$ cat src/hw/rtl/kts_pkg.sv
`timescale 1ns / 1ps

package kts_pkg;

    localparam int KEY_W         = 32;
    localparam int TAG_W         = 16;
    localparam int DATA_W        = KEY_W + TAG_W;
    localparam int MAX_ITEMS_DEF = 64;

    typedef struct packed {
        logic [TAG_W-1:0]        tag;
        logic signed [KEY_W-1:0] key;
    } kts_item_t;

    typedef struct packed {
        logic      ins;
        logic      pop;
        kts_item_t item;
    } kts_cmd_t;

    typedef enum logic {
        ST_LOAD,
        ST_DRAIN
    } kts_state_t;

endpackage

$ cat src/hw/rtl/kts_cell.sv
`timescale 1ns / 1ps

module kts_cell (
    input  logic              clk,
    input  kts_pkg::kts_cmd_t cmd,
    input  logic              valid,
    input  logic              prev_gt,
    input  kts_pkg::kts_item_t prev_item,
    input  kts_pkg::kts_item_t next_item,
    output logic              gt,
    output kts_pkg::kts_item_t item
);
    import kts_pkg::*;

    kts_item_t item_reg;
    kts_item_t item_next;

    // An empty cell, or one holding a strictly greater key, makes room for the new request.
    assign gt = !valid || (item_reg.key > cmd.item.key);

    always_comb
    begin
        item_next = item_reg;
        if (cmd.ins && gt)
        begin
            item_next = prev_gt ? prev_item : cmd.item;
        end
        else if (cmd.pop)
        begin
            item_next = next_item;
        end
    end

    always_ff @(posedge clk)
    begin
        item_reg <= item_next;
    end

    assign item = item_reg;

endmodule

$ cat config.mk
export PLATFORM = sky130hd
export DESIGN_NAME = kts_cell
export DESIGN_NICKNAME = d
export VERILOG_FILES = /design/src/hw/rtl/kts_pkg.sv /design/src/hw/rtl/kts_cell.sv
export SDC_FILE = /design/constraint.sdc
export NUM_CORES = 1
export LEC_CHECK = 0
export CAP_MARGIN = 40
export CORE_MARGIN = 4
export CORE_UTILIZATION = 50
export DETAILED_ROUTE_END_ITERATION = 10
export DONT_BUFFER_PORTS = 1
export PLACE_DENSITY = 0.69
export SLEW_MARGIN = 20
export SYNTH_ARGS = -nofsm -noshare
export SYNTH_HDL_FRONTEND = slang
export SYNTH_SLANG_ARGS = --single-unit
$ cat constraint.sdc
create_clock -name clk -period 5.8 [get_ports clk]
set_input_delay 1.16 -clock clk [delete_from_list [all_inputs] [get_ports clk]]
set_output_delay 1.16 -clock clk [all_outputs]
set_load 0.05 [all_outputs]
==> results of run 1 <==
[power groups by stage]
stage          clock (uW)  sequential [uW]  combinational (uW)
2_1_floorplan           0              781                 265
3_3_place_gp            0              801                 310
3_5_place_dp            0              801                 318
4_1_cts               338              796                 320
5_1_grt               350              801                 356
6_report              329              793                 316
[worst register-to-register path, delay by kind of cell (launching register included)]
family / cells / cell delay [ps]
AOI/OAI and AO/OA: 2 / 400
adders and majority gates: 1 / 520
buffers and inverters: 1 / 360
DFF: 1 / 630
and+or+nand+nor: 5 / 1720
[metrics by stage]
stage | utilization | power (uW) | setup WS [ps] | std cells | hold WS (ps)
2_1_floorplan | - | 1046 | 1248 | 315 | 1378
3_3_place_gp | 0.5342 | 1110 | 1528 | 380 | 1378
3_5_place_dp | 0.5342 | 1120 | 1420 | 380 | 1383
4_1_cts | 0.5587 | 1454 | 1417 | 388 | 1059
5_1_grt | 0.5587 | 1507 | 1271 | 388 | 1057
6_report | 0.5587 | 1438 | 1431 | 388 | 1077
[kinds of logic after synthesis]
logic type,after synthesis,share of synthesized area
muxes,65,0.2247
and+or+nand+nor,61,0.08077
DFF,48,0.4229
AOI/OAI and AO/OA,60,0.09582
buffers and inverters,49,0.05837
adders and majority gates,32,0.1175
[per-layer routing]
layer / vias to the layer above / part of all wire / track usage
met5: - / 0.0016 / 0
met4: 2 / 0.014 / 0.05102
met3: 12 / 0.10 / 0.07917
met2: 125 / 0.49 / 0.3366
met1: 1055 / 0.39 / 0.2256
li1: 1134 / - / -
[cell usage after synthesis (2+ instances only)]
cell       n  area [um^2]
mux2_4     9        135.1
nand4_1    8        50.05
mux2_2    56        630.6
nor3_1     3        15.01
o21ai_0   36        180.2
o211ai_1   2        15.01
nand2_1   40        150.1
edfxtp_1  48         1441
nand3_1    3        15.01
buf_2      3        15.01
clkbuf_1   9        33.78
a21oi_1   16        80.08
inv_1     35        131.4
ha_1      32        400.4
[cell type report]
type                    instances  area [um^2]
inverters                      35        131.4
multi-input cells             218         1785
fillers                       567         2867
well taps                      77        96.34
clock buffers                   5        68.82
repair buffers                  2        15.01
flip-flops and latches         48         1441
clock inverters                 3        90.09
[how the worst max path moves through the flow]
stage / start / slack (ps) / cells past startpoint / to
5_1_grt: cmd[31] / 1270 / 8 / gt
2_1_floorplan: cmd[31] / 1250 / 10 / item[0]
3_3_place_gp: cmd[31] / 1530 / 8 / gt
4_1_cts: cmd[31] / 1420 / 8 / gt
6_report: cmd[31] / 1430 / 8 / gt
3_5_place_dp: cmd[31] / 1420 / 8 / gt
==> flow_summary.toml, run 1 <==
[placed_design]
hpwl_um = 6502
io_buffers = 0
gp_congestion = 0.8280
placed_area_mm2 = 0.003470

[outcome]
status = "complete, no violations"

[cells_and_area]
largest_reg_flops = 48
drive_above_1_share = 0.2508
antennaDiodeCount = 0
final_common_cell = "mux2_2"
design_area_mm2 = 0.003628
layout_common_cells = "56 x mux2_2, 48 x edfxtp_1, 40 x nand2_1"
layout.nets = 491
area_delta_synth_final_pct = 6.461

[clocking]
cts_tree = "done"
clock_latency_ps = 300
cts_setup_buffers = 0
cts_root_buf = "clkbuf_8"
cts_hold_buf = 0
numCtsBuffers = 5
clk_pin_slew_ps = 90
cts_max_level = 2
clock-sinks = 48
clock_path_buffers = 2
cts-resized-gates = 0

[grt]
grt_pass1_vias = 2454
grt_max_degree = 80
grt_pass1_wl_um = 12870
gr-total-overflow = 0
grt_antenna_before_repair = 1
track_usage = 0.1959

[worst_setup_path]
arrival_ps = 3210
critical-path-top-delay-family = "simple AND/OR/NAND/NOR gates"
reg2reg_depth = 9
cp_common_cell = "nor3_1"
reg2reg_to = "item[13]"
reg2reg_from = "item[31]"
cp_max_fo = 6
path_class = "input pin to primary output"
crit_chain = "inv_1 -> ha_1 -> nand4_1 -> or4_1 -> nor3_1 -> nor3_1 -> o21a_1 -> a21bo_2"
reg2reg_slack_ps = 1890
cp-start-kind = "input pin"
cp_slowest_cell = "or4_1"
required_ps = 4640
critPathBufInv = 1
cpPeakStageDelay_ps = 600
worstSetupEndpointType = "primary output"

[flow_run]
drv_cap = 0

[sta]
rsz0062_at_grt = "no"
relSlewSlack = 0.5318
tightest_slew_ps = 702.4
setup_violations = 0
fmax_mhz = 228.9
finalCritPeriodShare = 0.7533
fin_crit_ps = 4369
clock_skew_ps = 5.709
slew_violations = 0
final.setup.tns_ps = 0
hold_violations = 0

[synth]
netlist_instances = 315
synth_edf_count = 48
yosysSeqAreaShare = 0.4229
synth-async-reset-ratio = 0
avgSynthCellArea_um2 = 10.82
synth_ff_type = "edfxtp_1"
synth_seq_cells = 48
synth_cell_types = 29
syn-cell-area_mm2 = 0.003408
syn-num-nets = 496
yosysWarnings = 0

[route]
dr_total_vias = 2328
wl_um = 8273
first_iter_violations = 116
wl_per_cell_um = 21.32
ant_nets = 0
drt-pass1-iter-count = 4
viasPerCell = 6.000
drcViolationCount = 0

[power]
p_comb_frac = 0.220
p_sw_uw = 579.5
p_leak_uw = 0.001519
power.density_mw_per_mm2 = 396.2
p_seq_frac = 0.552
p_int_uw = 858.0
switching_share = 0.4031
clkPwrFrac = 0.229
vdd_ir_drop_max_mv = 0.2120

[floorplanning]
design.core.area_mm2 = 0.006495
die_h_um = 90.56
die_w_um = 90.56
io_pins = 198
row_count = 29
start_util = 0.5248
dieArea_mm2 = 0.008201

[hold_path]
hold_depth = 1
min_from = "next_item[18]"
min_delay_worst_endpoint = "item[18]"
hold_path_class = "input pin to flip-flop"
Power figures use the tool's default switching activity.
==> inputs of run 2 (changes only) <==
- clock period: 5.8 -> 4.4 ns (I/O delays scaled with it)
==> flow_summary.toml, run 2 (synthesized netlist as in run 1, its figures left out) <==
[cells_and_area]
fillerInstances = 579
layout.nets = 494
largest_reg_flops = 48
layout_common_cells = "56 x mux2_2, 48 x edfxtp_1, 40 x nand2_1"
area_delta_synth_final_pct = 5.617
antennaDiodeCount = 0
multi_input_area_mm2 = 0.001785
seqCellArea_mm2 = 0.001441
drive_above_1_share = 0.2548
final_common_cell = "mux2_2"

[route]
wl_um = 8389
first_iter_violations = 137
viasPerCell = 6.043
dr_total_vias = 2363
ant_nets = 0
wl_per_cell_um = 21.46
drcViolationCount = 0
drt-pass1-iter-count = 4

[worst_setup_path]
reg2reg_to = "item[16]"
cp-startpoint = "item[25]"
worstSetupEndpointType = "primary output"
cp_max_fo = 3
reg2reg_slack_ps = 890
required_ps = 3520
path_class = "flip-flop to primary output"
reg2reg_depth = 9
cp-start-kind = "flip-flop"
arrival_ps = 2930
reg2reg_from = "item[25]"

[clocking]
clock_path_buffers = 2
cts_hold_buf = 0
cts_setup_buffers = 0
cts-resized-gates = 0
cts_root_buf = "clkbuf_8"
cts_max_level = 2
clk_pin_slew_ps = 90
numCtsBuffers = 5
clock_latency_ps = 290
cts_tree = "done"
clock-sinks = 48

[hold_path]
hold_depth = 1
hold_path_class = "input pin to flip-flop"
min_delay_worst_endpoint = "item[38]"
min_from = "next_item[38]"

[power]
power.density_mw_per_mm2 = 496.3
p_sw_uw = 764.3
p_int_uw = 1022
p_seq_frac = 0.581
p_comb_frac = 0.242
clkPwrFrac = 0.177
switching_share = 0.4278
vdd_ir_drop_max_mv = 0.2547
p_leak_uw = 0.001510

[floorplanning]
start_util = 0.5248
die_w_um = 90.56
io_pins = 198
die_h_um = 90.56
row_count = 29
design.core.area_mm2 = 0.006495
dieArea_mm2 = 0.008201

[grt]
grt_antenna_before_repair = 0
grt_pass1_vias = 2413
gr-total-overflow = 0
track_usage = 0.1955
grt_max_degree = 80
grt_pass1_wl_um = 12720

[sta]
whs_ps = 796.0
fin_crit_ps = 3810
setup_violations = 0
finalCritPeriodShare = 0.8659
tightest_slew_ps = 535.5
clock_skew_ps = 4.647
hold_violations = 0
final.setup.tns_ps = 0
rsz0062_at_grt = "no"
slew_violations = 0
fmax_mhz = 262.5
relSlewSlack = 0.6430

[placed_design]
io_buffers = 0
gp_congestion = 0.7868
hpwl_um = 6623

[outcome]
status = "complete, no violations"

[flow_run]
drv_cap = 0
run 2: cell count changes in the layout (fill, tap and decap cells not counted):
cell	previous run	this run
buf_4	2	5
bufinv_16	3	1
clkbuf_1	0	1
clkinv_2	0	1
run 2: critical path: stages (launching register included):
cell      delay, ps
edfxtp_1        630
ha_1            430
nand4_1         180
or4_1           600
nor3_1          210
nor3_1           90
o21a_1          190
a21bo_2         300
run 2: worst max-delay path by stage:
stage / cells past startpoint / slack [ps] / to
final: 7 / 590 / gt
after global routing: 7 / 390 / gt
after CTS: 8 / 580 / gt
after detailed placement: 10 / 570 / item[13]
after global placement: 8 / 680 / gt
after floorplan: 10 / 130 / item[0]
run 2: through the flow:
stage / total power (uW) / util / instances / instance area [um^2] / setup WS (ps)
6_report: 1786 / 0.5542 / 391 / 3600 / 590.2
5_1_grt: 1875 / 0.5542 / 391 / 3600 / 394.9
4_1_cts: 1804 / 0.5542 / 391 / 3600 / 579.0
3_5_place_dp: 1482 / 0.5377 / 383 / 3492 / 574.0
3_3_place_gp: 1468 / 0.5377 / 383 / 3492 / 681.1
2_1_floorplan: 1379 / - / 315 / 3408 / 127.5
run 2: layout make-up:
| class | instances | share of cell area |
|---|---|---|
| Clock inverter | 2 | 0.009732 |
| Multi-Input combinational cell | 218 | 0.4960 |
| Sequential cell | 48 | 0.4004 |
| Clock buffer | 6 | 0.02016 |
| Timing Repair Buffer | 5 | 0.01043 |
| Inverter | 35 | 0.03650 |
| Tap cell | 77 | 0.02676 |
run 2: power by group through the flow:
stage          clock network, uW  registers (uW)  logic [uW]
4_1_cts                      326            1040         437
3_5_place_dp                   0            1050         434
2_1_floorplan                  0            1030         350
5_1_grt                      349            1050         479
3_3_place_gp                   0            1050         421
6_report                     317            1040         432
run 2: per-layer routing:
metal  vias to the layer above  wire, um  track usage
met2                       131      4288       0.3471
met1                      1086      3107       0.2130
met3                         5       930      0.09167
met5                         -         0            0
met4                         0        64      0.03827
li1                       1141         -            -
==> inputs of run 3 (changes only) <==
- CELL_PAD_IN_SITES_DETAIL_PLACEMENT: not set -> 0
- CELL_PAD_IN_SITES_GLOBAL_PLACEMENT: not set -> 1
- CORE_UTILIZATION: 50 -> 47
- PLACE_DENSITY: 0.69 -> 0.85
- REMOVE_ABC_BUFFERS: not set -> 1
==> flow_summary.toml, run 3 (synthesized netlist as in run 1, its figures left out) <==
[floorplanning]
dieArea_mm2 = 0.008678
design.core.area_mm2 = 0.006907
start_util = 0.4935
die_h_um = 93.16
row_count = 30
die_w_um = 93.16
io_pins = 198

[cells_and_area]
area_delta_synth_final_pct = 5.470
final_common_cell = "mux2_2"
largest_reg_flops = 48
drive_above_1_share = 0.2532
layout_common_cells = "56 x mux2_2, 48 x edfxtp_1, 40 x nand2_1"
final_core_util = 0.5205
antennaDiodeCount = 0
design_area_mm2 = 0.003595
layout.cells.non_filler = 408
layout.nets = 492

[worst_setup_path]
critPathBufInv = 0
cp_common_cell = "nor3_1"
arrival_ps = 2940
worstSetupEndpointType = "primary output"
reg2reg_slack_ps = 770
required_ps = 3520
cp-endpoint = "gt"
critical-path-top-delay-family = "simple AND/OR/NAND/NOR gates"
path_class = "flip-flop to primary output"
worstSetupPathDepth = 7
reg2reg_to = "item[2]"
cpPeakStageDelay_ps = 630
cp_max_fo = 3
reg2reg_depth = 8
cp-startpoint = "item[27]"
reg2reg_from = "item[27]"
cp_slowest_cell = "edfxtp_1"
cp-start-kind = "flip-flop"
crit_chain = "ha_1 -> nand4_1 -> or4_1 -> nor3_1 -> nor3_1 -> o21a_1 -> a21bo_2"

[sta]
clock_skew_ps = 12.81
finalCritPeriodShare = 0.8676
fmax_mhz = 262.0
relSlewSlack = 0.5434
rsz0062_at_grt = "no"
setup_violations = 0
slew_violations = 0
final.setup.tns_ps = 0
hold_violations = 0
tightest_slew_ps = 685.0
fin_crit_ps = 3817

[placed_design]
dp.cells = 400
gp_congestion = 0.7400
io_buffers = 0
placed_area_mm2 = 0.003501
hpwl_um = 6296

[route]
drcViolationCount = 0
wl_um = 8073
first_iter_violations = 86
ant_nets = 0
drt-pass1-iter-count = 4
dr_total_vias = 2343
wl_per_cell_um = 19.79
viasPerCell = 5.743

[clocking]
cts_hold_buf = 0
numCtsBuffers = 5
cts_tree = "done"
clk_pin_slew_ps = 110
cts_setup_buffers = 0
cts_max_level = 2
cts-resized-gates = 0
clock_latency_ps = 300
cts_root_buf = "clkbuf_8"
clock-sinks = 48
clock_path_buffers = 2

[power]
p_leak_uw = 0.001490
power.density_mw_per_mm2 = 482.9
finalPower_uw = 1736
vdd_ir_drop_max_mv = 0.1912

[grt]
grt_max_degree = 80
gr-total-overflow = 0
grt_pass1_wl_um = 12300
track_usage = 0.1791
grt_pass1_vias = 2554
grt_antenna_before_repair = 0

[hold_path]
min_from = "next_item[38]"
hold_path_class = "input pin to flip-flop"

[outcome]
status = "complete, no violations"

[flow_run]
drv_cap = 0
[run 3: cell type report]
class / instances / area, um^2
inverter: 35 / 131.4
tap: 96 / 120.1
fill: 672 / 3312
timing repair buffer: 3 / 22.52
clock inverter: 3 / 25.02
clock buffer: 5 / 68.82
multi-input combinational: 218 / 1785
sequential: 48 / 1441
[run 3: through the flow]
stage	hold WS [ps]	worst slack, ps
after floorplan	1098	-3076
after global placement	1099	602.8
after detailed placement	1100	477.3
after CTS	769.9	563.3
after global routing	762.6	417.9
final	783.3	582.7
[run 3: worst min-delay path by stage]
stage	end	slack [ps]	cells after the start
after CTS	item[39]	770	1
after global routing	item[38]	760	1
after floorplan	item[38]	1100	1
after detailed placement	item[39]	1100	1
final	item[38]	780	1
after global placement	item[42]	1100	1
[run 3: per-layer routing]
layer | track usage | vias up | share of wire
li1 | - | 1131 | -
met1 | 0.1878 | 1082 | 0.37
met2 | 0.3311 | 126 | 0.51
met3 | 0.07401 | 4 | 0.11
met4 | 0.04274 | 0 | 0.0092
met5 | 0 | - | 0
[run 3: where the power goes]
part           leakage [uW]  total [uW]  internal [uW]  switching [uW]
clock             0.0000452         281            116             165
combinational      0.000957         421            205             216
sequential         0.000489        1030            643             391
total               0.00149        1740            964             772
